**src/design/chvl_pkg.sv**
```systemverilog
// types and constants shared by the cookie header value lookup
package chvl_pkg;

    localparam logic [7:0] CH_SPACE = 8'h20;
    localparam logic [7:0] CH_TAB   = 8'h09;
    localparam logic [7:0] CH_SEMI  = 8'h3b;
    localparam logic [7:0] CH_EQ    = 8'h3d;

    localparam int NAME_BYTES = 16;

    // register indexes, address bits [4:3]
    localparam logic [1:0] REG_NAME_LENGTH = 2'd0;
    localparam logic [1:0] REG_NAME_LOW    = 2'd1;
    localparam logic [1:0] REG_NAME_HIGH   = 2'd2;

    typedef enum logic [4:0] {
        PH_SKIP     = 5'b00001,
        PH_KEY      = 5'b00010,
        PH_VAL_OUT  = 5'b00100,
        PH_VAL_SKIP = 5'b01000,
        PH_AFTER    = 5'b10000
    } phase_t;

    typedef struct packed {
        logic       found;
        logic       done_res;
        logic       value_valid;
        logic [7:0] value_byte;
    } result_t;

endpackage

```
**src/design/cookie_header_value_lookup.sv**
```systemverilog
// a result is registered onto m_, passing through the skid entry while m_ is stalled
// throughput: one header byte per cycle while s_tready is high; no-result bytes leave nothing behind
// a two-entry output stage (register plus skid) keeps s_tready registered
// s_tready drops only while both output entries hold results
// reset: synchronous active-low aresetn clears scan state, output stage and registers
module cookie_header_value_lookup
    import chvl_pkg::*;
#(
    parameter int NAME_MAX = 16
) (
    input  logic        aclk,
    input  logic        aresetn,
    // input stream
    input  logic        s_tvalid,
    output logic        s_tready,
    input  logic [7:0]  s_tdata,   // [7:0] header_byte
    input  logic        s_tlast,   // is_last
    // result stream
    output logic        m_tvalid,
    input  logic        m_tready,
    output logic [7:0]  m_tdata,   // [7:0] value_byte
    output logic [1:0]  m_tuser,   // [0] value_valid, [1] found
    output logic        m_tlast,   // done_res
    // configuration
    input  logic        psel,
    input  logic        penable,
    input  logic        pwrite,
    input  logic [4:0]  paddr,
    input  logic [63:0] pwdata,
    output logic [63:0] prdata,
    output logic        pready
);

    localparam int KW = $clog2(NAME_MAX + 2);
    localparam logic [KW-1:0] KEY_SAT = KW'(NAME_MAX + 1);
    localparam logic [4:0] NAME_LIM = 5'(NAME_MAX);

    // configuration registers
    logic [4:0]  name_length_reg;
    logic [63:0] name_low_reg;
    logic [63:0] name_high_reg;

    assign pready = 1'b1;

    always_ff @(posedge aclk) begin
        if (!aresetn) begin
            name_length_reg <= '0;
            name_low_reg    <= '0;
            name_high_reg   <= '0;
        end else if (psel && penable && pwrite && pready) begin
            case (paddr[4:3])
                REG_NAME_LENGTH: name_length_reg <= pwdata[4:0];
                REG_NAME_LOW:    name_low_reg    <= pwdata;
                REG_NAME_HIGH:   name_high_reg   <= pwdata;
                default: ;
            endcase
        end
    end

    always_comb begin
        case (paddr[4:3])
            REG_NAME_LENGTH: prdata = {59'd0, name_length_reg};
            REG_NAME_LOW:    prdata = name_low_reg;
            REG_NAME_HIGH:   prdata = name_high_reg;
            default:         prdata = '0;
        endcase
    end

    // scan state
    phase_t        phase_reg, phase_next;
    logic [KW-1:0] key_count_reg, key_count_next;
    logic          key_match_reg, key_match_next;
    logic          match_seen_reg, match_seen_next;

    logic          s_fire;
    logic          is_sep;
    logic          emit;
    logic [KW-1:0] base_count;
    logic          base_match;
    logic [4:0]    base_count5;
    logic [4:0]    cur_count5;
    logic [127:0]  name_all;
    logic [7:0]    name_byte;
    logic [KW-1:0] absorb_count;
    logic          absorb_match;
    logic          hit;
    result_t       res_new;

    assign s_fire   = s_tvalid && s_tready;
    assign is_sep   = (s_tdata == CH_SPACE) || (s_tdata == CH_TAB) || (s_tdata == CH_SEMI);
    assign name_all = {name_high_reg, name_low_reg};

    // a key byte in the skip phase starts a fresh key
    assign base_count  = (phase_reg == PH_SKIP) ? '0 : key_count_reg;
    assign base_match  = (phase_reg == PH_SKIP) ? 1'b1 : key_match_reg;
    assign base_count5 = 5'(base_count);
    assign name_byte   = name_all[{base_count5[3:0], 3'b000} +: 8];

    always_comb begin
        absorb_match = base_match;
        if (base_count5 < name_length_reg && base_count5 < NAME_LIM) begin
            if (name_byte != s_tdata) begin
                absorb_match = 1'b0;
            end
        end else begin
            absorb_match = 1'b0;
        end
        absorb_count = (base_count < KEY_SAT) ? base_count + 1'b1 : base_count;
    end

    assign cur_count5 = 5'(key_count_reg);
    assign hit = key_match_reg && (cur_count5 == name_length_reg) &&
                 (name_length_reg != 5'd0) && (name_length_reg <= NAME_LIM);

    always_comb begin
        phase_next      = phase_reg;
        key_count_next  = key_count_reg;
        key_match_next  = key_match_reg;
        match_seen_next = match_seen_reg;
        emit            = 1'b0;
        case (phase_reg)
            PH_SKIP, PH_KEY: begin
                if (phase_reg == PH_KEY && s_tdata == CH_SEMI) begin
                    phase_next     = PH_SKIP;
                    key_count_next = '0;
                    key_match_next = 1'b1;
                end else if (phase_reg == PH_SKIP && is_sep) begin
                    phase_next = PH_SKIP;
                end else if (s_tdata == CH_EQ) begin
                    // end of key: in skip phase the key is empty and cannot hit
                    phase_next     = hit ? PH_VAL_OUT : PH_VAL_SKIP;
                    match_seen_next = match_seen_reg || hit;
                    key_count_next = '0;
                    key_match_next = 1'b1;
                end else begin
                    phase_next     = PH_KEY;
                    key_count_next = absorb_count;
                    key_match_next = absorb_match;
                end
            end
            PH_VAL_OUT: begin
                if (s_tdata == CH_SEMI) begin
                    phase_next = PH_AFTER;
                end else begin
                    emit = 1'b1;
                end
            end
            PH_VAL_SKIP: begin
                if (s_tdata == CH_SEMI) begin
                    phase_next = PH_SKIP;
                end
            end
            PH_AFTER: begin
                phase_next = PH_AFTER;
            end
            default: begin
                phase_next = PH_SKIP;
            end
        endcase
    end

    always_comb begin
        res_new.value_byte  = emit ? s_tdata : 8'd0;
        res_new.value_valid = emit;
        res_new.done_res    = s_tlast;
        res_new.found       = s_tlast && match_seen_next;
    end

    always_ff @(posedge aclk) begin
        if (!aresetn) begin
            phase_reg      <= PH_SKIP;
            key_count_reg  <= '0;
            key_match_reg  <= 1'b1;
            match_seen_reg <= 1'b0;
        end else if (s_fire) begin
            if (s_tlast) begin
                phase_reg      <= PH_SKIP;
                key_count_reg  <= '0;
                key_match_reg  <= 1'b1;
                match_seen_reg <= 1'b0;
            end else begin
                phase_reg      <= phase_next;
                key_count_reg  <= key_count_next;
                key_match_reg  <= key_match_next;
                match_seen_reg <= match_seen_next;
            end
        end
    end

    // output register with skid entry
    result_t out_reg, skid_reg;
    logic    out_valid_reg, skid_valid_reg;
    logic    push;
    logic    m_fire;

    assign push     = s_fire && (emit || s_tlast);
    assign m_fire   = m_tvalid && m_tready;
    assign s_tready = !skid_valid_reg;

    always_ff @(posedge aclk) begin
        if (!aresetn) begin
            out_valid_reg  <= 1'b0;
            skid_valid_reg <= 1'b0;
        end else if (skid_valid_reg) begin
            if (m_fire) begin
                skid_valid_reg <= 1'b0;
            end
        end else if (push) begin
            if (out_valid_reg && !m_fire) begin
                skid_valid_reg <= 1'b1;
            end
            out_valid_reg <= 1'b1;
        end else if (m_fire) begin
            out_valid_reg <= 1'b0;
        end
    end

    always_ff @(posedge aclk) begin
        if (skid_valid_reg) begin
            if (m_fire) begin
                out_reg <= skid_reg;
            end
        end else if (push) begin
            if (out_valid_reg && !m_fire) begin
                skid_reg <= res_new;
            end else begin
                out_reg <= res_new;
            end
        end
    end

    assign m_tvalid   = out_valid_reg;
    assign m_tdata    = out_reg.value_byte;
    assign m_tuser[0] = out_reg.value_valid;
    assign m_tuser[1] = out_reg.found;
    assign m_tlast    = out_reg.done_res;

`ifndef SYNTH
    a_skid_behind_out: assert property (@(posedge aclk) disable iff (!aresetn)
        skid_valid_reg |-> out_valid_reg)
        else $error("skid entry held without output entry");

    a_found_only_on_done: assert property (@(posedge aclk) disable iff (!aresetn)
        (m_tvalid && m_tuser[1]) |-> m_tlast)
        else $error("found flag outside a done item");

    a_key_count_bound: assert property (@(posedge aclk) disable iff (!aresetn)
        key_count_reg <= KEY_SAT)
        else $error("key count beyond saturation");

    a_last_clears_scan: assert property (@(posedge aclk) disable iff (!aresetn)
        (s_fire && s_tlast) |=> (phase_reg == PH_SKIP && !match_seen_reg))
        else $error("scan state not cleared after last item");
`endif

endmodule
```
**config.mk**
```make
export PLATFORM = sky130hd
export DESIGN_NAME = cookie_header_value_lookup
export DESIGN_NICKNAME = d
export VERILOG_FILES = /design/src/design/chvl_pkg.sv /design/src/design/cookie_header_value_lookup.sv
export SDC_FILE = /design/constraint.sdc
export NUM_CORES = 1
export LEC_CHECK = 0
export BUFFER_PORTS_ARGS = -buffer_cell sky130_fd_sc_hd__buf_2
export CAP_MARGIN = 10
export CORE_UTILIZATION = 45
export CTS_BUF_LIST = sky130_fd_sc_hd__clkbuf_8 sky130_fd_sc_hd__clkbuf_16
export CTS_CLUSTER_SIZE = 8
export DETAILED_ROUTE_END_ITERATION = 8
export GPL_TIMING_DRIVEN = 0
export PLACE_DENSITY = 0.73
export SYNTH_ARGS = -nofsm -noshare
export SYNTH_HDL_FRONTEND = slang
export SYNTH_SLANG_ARGS = --single-unit
```
**constraint.sdc**
```tcl
create_clock -name aclk -period 3.25 [get_ports aclk]
set_clock_uncertainty 0.1 [all_clocks]
set_input_delay 0.4875 -clock aclk [delete_from_list [all_inputs] [get_ports aclk]]
set_output_delay 0.4875 -clock aclk [all_outputs]
set_load 0.005 [all_outputs]
```
After elaboration in Yosys (flattened, before gate mapping)
Cells that the tools add are included.
{"block": "totals", "regBits": 169, "input_bits": 85, "output_inout_bits": 78, "wordCells": 119}
{"block": "op_classes", "n_addsub": 1, "magnitude_cmp": 4, "eq_ne": 19, "shifts": 1, "muxes": 42, "bitwise": 1, "n_reduce_logical": 34}
{"op": "$pmux 64 s3", "count": 1}
{"op": "$shiftx 128x8->8", "count": 1}
{"op": "$mux 5", "count": 10}
{"op": "$mux 11", "count": 4}
{"op": "$eq 8x6->1 const B", "count": 3}
{"op": "$mux 1", "count": 21}
{"op": "$pmux 5 s4", "count": 1}
{"op": "$mux 4", "count": 4}
{"op": "$logic_and 1x1->1", "count": 13}
{"op": "$reduce_and 3->1", "count": 4}
{"op": "$lt 5x5->1 const B", "count": 2}
{"op": "$ne 3x3->1 const B", "count": 3}
{"op": "$eq 8x4->1 const B", "count": 1}
{"op": "$mux 8", "count": 1}
{"op": "$ne 8x8->1", "count": 1}
{"op": "$reduce_and 2->1", "count": 4}
{"op": "$ne 6x3->1 const B", "count": 1}
{"op": "$reduce_bool 2->1", "count": 3}
{"op": "$add 5x1->5 const B", "count": 1}
{"op": "$eq 5x1->1 const B", "count": 1}
{"op": "$eq 5x2->1 const B", "count": 1}
{"op": "$eq 5x3->1 const B", "count": 1}
{"op": "$eq 5x4->1 const B", "count": 1}
{"op": "$eq 5x5->1", "count": 1}
{"op": "other kinds (14)", "count": 18}

Depth between registers and ports, before layout
Gate-level depths: netlist of the first run.
{"block": "depth", "ltp_word": 13, "mapped_depth": 13, "depth_no_buf": 11}

Least setup slack after synthesis of the first run
OpenSTA, ideal clock, no wires.
{"block": "synth_timing", "path_kind": "register to register", "from": "register phase_reg[2]", "to": "register key_match_reg", "setup_ps": 84, "arrival_ps": 2639, "required_time_ps": 3066, "path_slack_ps": 426, "stages_incl_launch_ff": 14, "n_path_buf": 2, "period_less_slack_ps": 2824, "path_cell_list": "dfxtp_1 > buf_6 > nor3_2 > nand2_1 > clkbuf_1 > nand2_1 > inv_1 > ha_1 > o2111a_1 > a221oi_1 > o21ai_0 > a211oi_1 > nand4_1 > o31ai_2"}
{"block": "synth_between", "elab_chain_len": 11, "elab_cells_between_ends": 22, "cone_classes": "order compare: 2; eq/ne: 5; shift: 1; mux: 8; reduce/logical: 6"}
{"item": "start, declared", "line": "cookie_header_value_lookup.sv:70", "source": "phase_t phase_reg, phase_next;"}
{"item": "start signal, assigned", "line": "cookie_header_value_lookup.sv:182", "source": "phase_reg <= phase_next;"}
{"item": "$eq 5x1->1"}
{"item": "$mux 5", "line": "cookie_header_value_lookup.sv:94", "source": "assign base_count = (phase_reg == PH_SKIP) ? '0 : key_count_reg;"}
{"item": "$shiftx 128x8->8", "line": "cookie_header_value_lookup.sv:97", "source": "assign name_byte = name_all[{base_count5[3:0], 3'b000} +: 8];"}
{"item": "$ne 8x8->1", "line": "cookie_header_value_lookup.sv:102", "source": "if (name_byte != s_tdata) begin"}
{"item": "$mux 1", "line": "cookie_header_value_lookup.sv:102"}
{"item": "$mux 1", "line": "cookie_header_value_lookup.sv:101", "source": "if (base_count5 < name_length_reg && base_count5 < NAME_LIM) begin"}
{"item": "$mux 1", "line": "cookie_header_value_lookup.sv:129", "source": "end else if (s_tdata == CH_EQ) begin"}
{"item": "$mux 1", "line": "cookie_header_value_lookup.sv:127", "source": "end else if (phase_reg == PH_SKIP && is_sep) begin"}
{"item": "$mux 1", "line": "cookie_header_value_lookup.sv:123", "source": "if (phase_reg == PH_KEY && s_tdata == CH_SEMI) begin"}
{"item": "$mux 1", "line": "cookie_header_value_lookup.sv:121", "source": "case (phase_reg)"}
{"item": "$mux 1", "line": "cookie_header_value_lookup.sv:176", "source": "if (s_tlast) begin"}
{"item": "end signal, assigned", "line": "cookie_header_value_lookup.sv:184", "source": "key_match_reg <= key_match_next;"}
{"item": "end, declared", "line": "cookie_header_value_lookup.sv:72", "source": "logic key_match_reg, key_match_next;"}
Parallel ways exist; a longest one is shown, timed or not. The select of a mux whose other input is x is not followed.
A chain may end at the register's enable or synchronous reset.

Worst setup path in the final report of the first run
{"block": "layout_timing", "from": "input port paddr[3]", "to": "output port prdata[62]"}
{"block": "layout_between", "elab_chain_len": 2, "elab_cells_between_ends": 4, "cone_classes": "eq/ne: 2; mux: 1; reduce/logical: 1"}
{"item": "start, declared", "line": "cookie_header_value_lookup.sv:28", "source": "input logic [4:0] paddr,"}
{"item": "$eq 2x2->1 (tied with other cells)", "line": "cookie_header_value_lookup.sv:61", "source": "case (paddr[4:3])"}
{"item": "$pmux 64 s3 *", "line": "cookie_header_value_lookup.sv:61"}
{"item": "end, declared", "line": "cookie_header_value_lookup.sv:30", "source": "output logic [63:0] prdata,"}
Mark *: on every way between the ends. The rest lies on a longest branch, timed or not.

==> results.py, run 1 <==
metrics = {
    "worst_setup_path": {
        "endpoint_kind": "primary output",
        "worstPathMaxFanout": 10,
        "critPathArrivalTime_ps": 2590,
        "worstSetupPathType": "primary input to primary output",
        "worstPathRequired_ps": 2660,
        "worstSetupStartpointType": "primary input",
    },
    "pwr": {
        "power.density_nw_per_um2": 434,
        "p_leak_nw": 4.09,
        "ir_drop_mv": 0.363,
        "swShare_pct": 28.2,
        "combPwrFrac_pct": 9.4,
        "power_frac_clock_pct": 43.8,
        "switchingPower_w": 0.00131,
        "p_seq_share_pct": 46.8,
        "internal_power_w": 0.00333,
    },
    "synthesis": {
        "synth-edff-count": 22,
        "ys_seq_area_share_pct": 40.3,
        "synthTopCellsByArea": "dfxtp_1 33%, nand2_1 12%, a21boi_0 11%, edfxtp_1 7.4%, a22o_1 5.8%",
        "synth_top_area_share_pct": 32.9,
        "yosysWarnings": 0,
        "synthMostInstantiatedCell": "nand2_1",
        "ys.flop_type": "dfxtp_1",
        "synth_commonest_cells": "284 x nand2_1, 147 x dfxtp_1, 134 x a21boi_0, 59 x a22o_1, 59 x clkbuf_1",
        "ys_seq_elements": 169,
        "ys_types": 70,
        "synth.avg_cell_area_um2": 8.57,
        "syn-cell-area_um2": 8940,
        "yosysTopAreaCell": "dfxtp_1",
        "async_flop_share_pct": 0,
        "syn-num-nets": 1133,
        "synth_cells": 1044,
    },
    "drt": {
        "drtIter0Drc": 835,
        "ant_nets": 0,
        "via_count": 8809,
        "wl_per_cell_um": 21.4,
        "first_pass_iters": 6,
        "route.detailed.drc": 0,
        "routed_wl_um": 32000,
        "vias_per_cell": 5.88,
    },
    "floorplanning": {
        "start_util_pct": 45.9,
        "die_w_um": 143,
        "die_area_um2": 20400,
        "row_count": 51,
        "num_io_pins": 163,
        "core_area_um2": 19500,
        "die-height_um": 143,
    },
    "cts": {
        "cts_tree": "built",
        "cts_hold_buf": 0,
        "root_buffer": "clkbuf_16",
        "h-tree-depth": 4,
        "cts_sinks": 169,
        "cts_buffer_depth": 2,
        "clk_latency_ps": 440,
        "cts_made_buffers": 17,
        "path_clk_slew_ps": 70,
    },
    "placement": {
        "io_buffers": 155,
        "dp.cells": 1464,
        "place_ws_ps": -310,
        "dp_hpwl_um": 23900,
        "gp_congestion": 0.990,
        "place_area_um2": 10000,
    },
    "grt": {
        "grtUsageTotal_pct": 32.2,
        "grt_overflow_total": 0,
        "antenna_found_initial": 0,
        "first_global_vias": 8306,
        "grt_pass1_wl_um": 48600,
        "grt_max_degree": 19,
    },
    "sta": {
        "rsz0062_at_grt": "true",
        "fin_setup_tns_ps": 0,
        "min_period_ps": 3180,
        "fin_ws_ps": 70.8,
        "fmax_ghz": 0.315,
        "fin_crit_sh_pct": 97.8,
        "slew_viol_final": 0,
        "relSlewSlack_pct": 34.7,
        "final_hold_viol_count": 0,
        "setup_viol": 0,
        "hold_ws_ps": 138,
        "worst_pin_slew_ps": 980,
    },
    "hold_path": {
        "hold_path.class": "primary input to register",
    },
    "cells_and_area": {
        "finalNonFillerCells": 1498,
        "syn_to_final_growth_pct": 19.4,
        "nNetsFinal": 1309,
        "nFillCells": 1837,
        "drive_gt1_share_pct": 21.1,
        "antennaDiodeCount": 0,
        "final_area_um2": 10700,
    },
    "status": {
        "status": "completed",
    },
    "job": {
        "drv_cap": 0,
    },
}
==> critical path, cell delays in order <==
cell and delay [ps]:
clkbuf_1 210, nor2b_1 290, clkbuf_1 540, buf_1 640
a22o_1 290, buf_2 130
==> power by group through the flow <==
stage | registers (W) | logic (W) | clock network [W]
2_1_floorplan | 0.00221 | 0.000239 | 0
3_3_place_gp | 0.00222 | 0.000419 | 0
3_5_place_dp | 0.00222 | 0.000422 | 0
4_1_cts | 0.00217 | 0.000425 | 0.00204
5_1_grt | 0.00217 | 0.000468 | 0.00214
6_report | 0.00217 | 0.000436 | 0.00203
==> final timing paths <==
| check | end | slack (ps) | cells past startpoint | from |
|---|---|---|---|---|
| hold reg to reg | match_seen_reg$_SDFFE_PN0P_ | 380 | 2 | match_seen_reg$_SDFFE_PN0P_ |
| setup reg to reg | key_match_reg$_SDFFE_PN1P_ | 170 | 12 | phase_reg[4]$_SDFFE_PN0P_ |
| hold / removal | skid_reg[9]$_DFFE_PP_ | 140 | 1 | s_tlast |
| setup / recovery | prdata[62] | 70 | 6 | paddr[3] |
==> stage by stage <==
step	total power, W	utilization [%]
6_report	0.00464	54.9
5_1_grt	0.00478	54.9
4_1_cts	0.00464	54.7
3_5_place_dp	0.00264	51.6
3_3_place_gp	0.00264	51.6
2_1_floorplan	0.00244	-
==> area by class of cell <==
type                            count  area, um2  share of cell area (%)
Multi-Input combinational cell    776       4930                    46.1
Sequential cell                   169       3600                    33.7
Timing Repair Buffer              159        806                    7.55
Clock buffer                       17        425                    3.98
Buffer                             82        368                    3.45
Tap cell                          265        332                    3.11
Clock inverter                     15        154                    1.44
Inverter                           15       63.8                   0.598
==> placed cells by master, fill, tap and decap left out, types with 4 or more instances in the layout <==
cell / instances
nand2_1: 283
buf_2: 162
dfxtp_1: 147
a21boi_0: 134
a22o_1: 59
clkbuf_1: 54
nor2_1: 29
o21ai_0: 27
mux2i_1: 23
a21oi_1: 23
mux2_2: 22
edfxtp_1: 22
nor2b_1: 18
clkbuf_16: 17
mux4_2: 13
inv_1: 12
nor3_1: 12
and2_1: 11
buf_4: 9
nand3_1: 8
buf_1: 7
nand4_1: 7
xor2_1: 7
nor4_1: 6
clkbuf_2: 5
and3_1: 5
a22oi_1: 5
nand2b_1: 5
o22ai_1: 5
inv_8: 5
or3_1: 4
o221ai_1: 4
a211oi_1: 4
or4_1: 4
ha_1: 4
==> logic make-up after synthesis <==
family	count (synthesis)	synth area share, %
fa+ha+maj	4	0.560
mux	58	8.62
buf+inv	99	4.72
other cells	1	0.0419
xor+xnor	9	0.882
flops	169	40.3
compound gates	299	25.2
simple gates	405	19.7
==> layer usage <==
metal | share of wire, % | global-route usage, %
met5 | 0 | 0
met4 | 4.8 | 16.6
met3 | 8.2 | 5.94
met2 | 46 | 51.1
met1 | 41 | 41.8
==> timing repair <==
action                                  CTS  global route
gates resized for setup                   3            13
endpoints found under the setup margin   11            12
pin swaps                                 0             2
setup buffers                             0             4
Power figures use the tool's default switching activity.
==> run 2, diff against run 1 <==
- SETUP_SLACK_MARGIN: unset -> 0.2
==> results.py, run 2 (synthesis results as in run 1) <==
metrics = {
    "grt": {
        "grtUsageTotal_pct": 32.2,
        "met3_usage_pct": 6.41,
        "first_global_vias": 8314,
        "use_met1_pct": 41.5,
        "grt_overflow_total": 0,
        "grt_pass1_wl_um": 48600,
        "grt_use_met2_pct": 51.0,
        "busiest_layer": "met2",
        "grt_max_degree": 19,
        "antenna_found_initial": 0,
    },
    "floorplanning": {
        "core_area_um2": 19500,
        "row_count": 51,
        "start_util_pct": 45.9,
        "die_area_um2": 20400,
        "die_w_um": 143,
        "num_io_pins": 163,
        "die-height_um": 143,
    },
    "sta": {
        "fmax_ghz": 0.325,
        "rsz0062_at_grt": "true",
        "worst_pin_slew_ps": 807,
        "setup_viol": 0,
        "final_hold_viol_count": 0,
        "min_period_ps": 3080,
        "relSlewSlack_pct": 46.2,
        "slew_viol_final": 0,
        "fin_crit_sh_pct": 94.8,
    },
    "drt": {
        "drtIter0Drc": 750,
        "wl_per_cell_um": 21.5,
        "vias_per_cell": 5.92,
        "via_count": 8880,
        "ant_nets": 0,
        "routed_wl_um": 32300,
        "first_pass_iters": 5,
        "route.detailed.drc": 0,
    },
    "cts": {
        "cts_hold_buf": 0,
        "h-tree-depth": 4,
        "path_clk_slew_ps": 80,
        "cts_made_buffers": 17,
        "root_buffer": "clkbuf_16",
        "cts_sinks": 169,
        "cts_tree": "built",
        "clk_latency_ps": 450,
        "cts_buffer_depth": 2,
    },
    "cells_and_area": {
        "nNetsFinal": 1310,
        "final_cell_mix": "283 x nand2_1, 167 x buf_2, 146 x dfxtp_1",
        "antennaDiodeCount": 0,
        "syn_to_final_growth_pct": 19.6,
        "layout_commonest_cell": "nand2_1",
        "drive_gt1_share_pct": 21.9,
        "finalNonFillerCells": 1499,
    },
    "placement": {
        "dp.cells": 1464,
        "gp_congestion": 0.990,
        "io_buffers": 155,
        "dp_hpwl_um": 23900,
    },
    "job": {
        "drv_cap": 0,
    },
    "worst_setup_path": {
        "worstSetupPathType": "register to register",
        "endpoint_kind": "register",
        "critPathArrivalTime_ps": 3350,
        "worstPathMaxFanout": 10,
        "worstPathRequired_ps": 3520,
        "worstSetupStartpointType": "register",
    },
    "pwr": {
        "power.density_nw_per_um2": 434,
        "ir_drop_mv": 0.366,
        "p_leak_nw": 4.12,
        "finalPower_w": 0.00464,
    },
    "status": {
        "status": "completed",
    },
    "hold_path": {
        "hold_path.class": "primary input to register",
    },
}
run 2: cell count changes in the layout (fill, tap and decap cells not counted):
cell        before  now
a21oi_1         23   22
clkbuf_1        54   49
dfxtp_1        147  146
clkbuf_2         5    8
buf_2          162  167
clkinvlp_4       3    2
clkinv_2         1    2
buf_1            7    5
a21oi_2          0    1
dfxtp_2          0    1
run 2: final timing paths:
kind,slack (ps),endpoint,from,cells past startpoint
setup / recovery,170,key_match_reg$_SDFFE_PN1P_,cur_count5[0]$_SDFFE_PN0P_,12
hold reg to reg,380,name_low_reg[57]$_SDFFE_PN0P_,name_low_reg[57]$_SDFFE_PN0P_,2
setup reg to reg,170,key_match_reg$_SDFFE_PN1P_,cur_count5[0]$_SDFFE_PN0P_,12
hold / removal,130,skid_reg[9]$_DFFE_PP_,s_tlast,1
run 2: critical path, cell delays in order (launching register included):
cell and delay [ps]:
dfxtp_1 310, buf_2 300, buf_4 300, buf_4 260
buf_2 300, nor2_1 80, a221oi_1 400, o2111ai_1 220
o211ai_1 190, nor2_1 70, nor3_1 180, nand4_1 120
o31ai_2 170
run 2: per-stage QoR:
step | cell area, um2 | hold WS (ps) | worst slack [ps] | TNS, ps | utilization (%)
2_1_floorplan | 8940 | 337 | 426 | 0 | -
3_3_place_gp | 10000 | 353 | -288 | -1720 | 51.6
3_5_place_dp | 10000 | 359 | -310 | -1730 | 51.6
4_1_cts | 10700 | 128 | 143 | 0 | 54.8
5_1_grt | 10700 | 131 | 67.2 | 0 | 54.9
6_report | 10700 | 135 | 170 | 0 | 54.9
run 2: layout make-up:
type                    count  area [um2]
fillers                  1831        8770
multi-input cells         776        4930
flip-flops and latches    169        3600
repair buffers            158         798
clock buffers              17         425
plain buffers              84         389
well taps                 265         332
clock inverters            15         154
inverters                  15        61.3
run 2: power breakdown:
group          internal (W)  switching (W)
Clock               0.00103        0.00101
Sequential          0.00214      0.0000294
Combinational      0.000164       0.000274
run 2: what timing repair did:
action / 4_1_cts / 5_1_grt
buffers inserted: 1 / 2
pin swaps: 1 / 2
gates resized for setup: 12 / 19
endpoints found under the setup margin: 23 / 33
run 2: per-layer routing:
| layer | part of all wire [%] | vias to the layer above |
|---|---|---|
| met4 | 4.5 | 0 |
| met2 | 46 | 514 |
| met5 | 0 | - |
| met1 | 40 | 4233 |
| li1 | - | 4046 |
| met3 | 9.3 | 87 |
==> run 3, diff against run 2 <==
- ABC_AREA: unset -> 1
- BUFFER_PORTS_ARGS: -buffer_cell sky130_fd_sc_hd__buf_2 -> unset
- DONT_BUFFER_PORTS: unset -> 1
- PLACE_DENSITY: 0.73 -> 0.66
==> results.py, run 3 <==
metrics = {
    "pwr": {
        "internal_power_w": 0.00326,
        "swShare_pct": 28.0,
        "power_frac_clock_pct": 42.9,
        "ir_drop_mv": 0.371,
        "power.density_nw_per_um2": 478,
        "p_leak_nw": 3.92,
        "p_seq_share_pct": 48.6,
        "switchingPower_w": 0.00127,
        "combPwrFrac_pct": 8.5,
    },
    "cts": {
        "cts_made_buffers": 17,
        "cts_hold_buf": 0,
        "cts_tree": "built",
        "clk_latency_ps": 440,
        "path_clk_slew_ps": 70,
        "post_cts_buffers": 0,
        "cts_resized": 0,
        "h-tree-depth": 4,
        "cts_buffer_depth": 2,
        "root_buffer": "clkbuf_16",
        "cts_sinks": 169,
    },
    "worst_setup_path": {
        "endpoint_kind": "primary output",
        "worstSetupStartpointType": "primary input",
        "worstPathRequired_ps": 2660,
        "r2r_slack_ps": 620,
        "critPathArrivalTime_ps": 2280,
        "worstSetupPathType": "primary input to primary output",
        "worstPathMaxFanout": 10,
    },
    "cells_and_area": {
        "finalNonFillerCells": 1531,
        "antennaDiodeCount": 0,
        "layout_commonest_cell": "nor2_1",
        "syn_to_final_growth_pct": 9.71,
        "nNetsFinal": 1373,
        "drive_gt1_share_pct": 5.09,
        "nFillCells": 1946,
        "final_cell_mix": "265 x nor2_1, 245 x nand2_1, 161 x o21ai_0",
    },
    "drt": {
        "via_count": 9043,
        "wl_per_cell_um": 21.7,
        "vias_per_cell": 5.91,
        "route.detailed.drc": 0,
        "ant_nets": 0,
        "drtIter0Drc": 1012,
        "routed_wl_um": 33200,
        "first_pass_iters": 7,
    },
    "status": {
        "status": "completed",
    },
    "synthesis": {
        "synth.avg_cell_area_um2": 6.81,
        "synth_top_area_share_pct": 34.1,
        "synth_commonest_cells": "265 x nor2_1, 245 x nand2_1, 161 x o21ai_0, 147 x dfxtp_1, 112 x nand3_1",
        "synth-edff-count": 22,
        "synthTopCellsByArea": "dfxtp_1 34%, nor2_1 12%, nand2_1 11%, o21ai_0 9.3%, edfxtp_1 7.7%",
        "ys_seq_area_share_pct": 41.8,
        "synth_cells": 1265,
        "ys.flop_type": "dfxtp_1",
        "yosysWarnings": 0,
        "synthMostInstantiatedCell": "nor2_1",
        "ys_types": 38,
        "syn-cell-area_um2": 8620,
        "ys_seq_elements": 169,
        "syn-num-nets": 1354,
        "async_flop_share_pct": 0,
        "yosysTopAreaCell": "dfxtp_1",
    },
    "floorplanning": {
        "core_area_um2": 18800,
        "die_w_um": 140,
        "die_area_um2": 19700,
        "row_count": 50,
        "start_util_pct": 45.9,
        "num_io_pins": 163,
        "die-height_um": 140,
    },
    "grt": {
        "grt_max_degree": 17,
        "grtUsageTotal_pct": 34.7,
        "first_global_vias": 8743,
        "grt_overflow_total": 0,
        "antenna_found_initial": 0,
        "grt_pass1_wl_um": 51400,
    },
    "sta": {
        "fin_setup_tns_ps": 0,
        "relSlewSlack_pct": 41.7,
        "hold_ws_ps": 47.8,
        "setup_viol": 0,
        "fmax_ghz": 0.348,
        "worst_pin_slew_ps": 875,
        "rsz0062_at_grt": "false",
        "fin_crit_sh_pct": 88.4,
        "slew_viol_final": 0,
        "min_period_ps": 2870,
        "final_hold_viol_count": 0,
    },
    "placement": {
        "gp_congestion": 1.00,
        "dp.cells": 1499,
        "dp_hpwl_um": 24500,
        "io_buffers": 0,
    },
    "hold_path": {
        "hold_path.class": "primary input to register",
    },
    "job": {
        "drv_cap": 0,
    },
}
[run 3: changes by cell type in the layout (fill, tap and decap cells not counted), sizes merged, moves of 22 or more]
cell / previous run / this run
a21boi: 134 / 0
buf: 184 / 27
inv: 21 / 94
mux2: 22 / 0
mux2i: 23 / 0
nand2: 284 / 247
nand3: 8 / 113
nor2: 30 / 268
o21ai: 29 / 164
[run 3: through the flow]
step                      utilization [%]  power [W]  setup slack, ps  instance area, um2
after detailed placement             47.5    0.00262              224                8910
after global placement               47.5    0.00261              233                8910
after CTS                            50.4    0.00452              510                9460
after global routing                 50.4    0.00464              302                9460
after floorplan                         -    0.00248             1170                8620
final                                50.4    0.00452              378                9460
[run 3: worst paths after layout]
path / start / endpoint / depth (start not counted)
hold / removal: s_tlast / skid_reg[9]$_DFFE_PP_ / 0
hold reg to reg: cur_count5[4]$_SDFFE_PN0P_ / cur_count5[4]$_SDFFE_PN0P_ / 2
setup / recovery: paddr[4] / prdata[6] / 5
setup reg to reg: phase_reg[4]$_SDFFE_PN0P_ / key_match_reg$_SDFFE_PN1P_ / 21
[run 3: area by class of cell]
type / instances / area [um2] / area share, %
Multi-Input combinational cell: 923 / 4300 / 45.5
Sequential cell: 169 / 3600 / 38.1
Clock buffer: 17 / 425 / 4.50
Buffer: 83 / 379 / 4.01
Inverter: 90 / 338 / 3.57
Tap cell: 234 / 293 / 3.10
Clock inverter: 15 / 119 / 1.26
[run 3: metal layers]
layer  part of all wire (%)  GRT usage, %
met5                      0             0
met4                    4.7          18.3
met3                     12          8.89
met2                     44          52.9
met1                     40          45.2
[run 3: logic make-up after synthesis]
| logic type | Yosys count | share of synthesized area [%] |
|---|---|---|
| flip-flops | 169 | 41.8 |
| other | 1 | 0.0435 |
| XOR/XNOR | 1 | 0.102 |
| buffers and inverters | 173 | 8.32 |
| adder cells (fa/ha/maj) | 4 | 0.581 |
| AO/OA/AOI/OAI | 280 | 19.0 |
| AND/OR/NAND/NOR | 637 | 30.2 |
[run 3: power by group through the flow]
stage	sequential, W	combinational, W	clock (W)
floorplan	0.00223	0.000253	0
global placement	0.00224	0.000369	0
detailed placement	0.00224	0.000372	0
CTS	0.00220	0.000374	0.00195
global route	0.00220	0.000421	0.00201
finish	0.00220	0.000384	0.00194
[run 3: worst max-delay path: stages]
cell      delay (ps)
inv_1             20
nor2_1           150
clkbuf_1         580
clkbuf_1         720
a22o_1           320
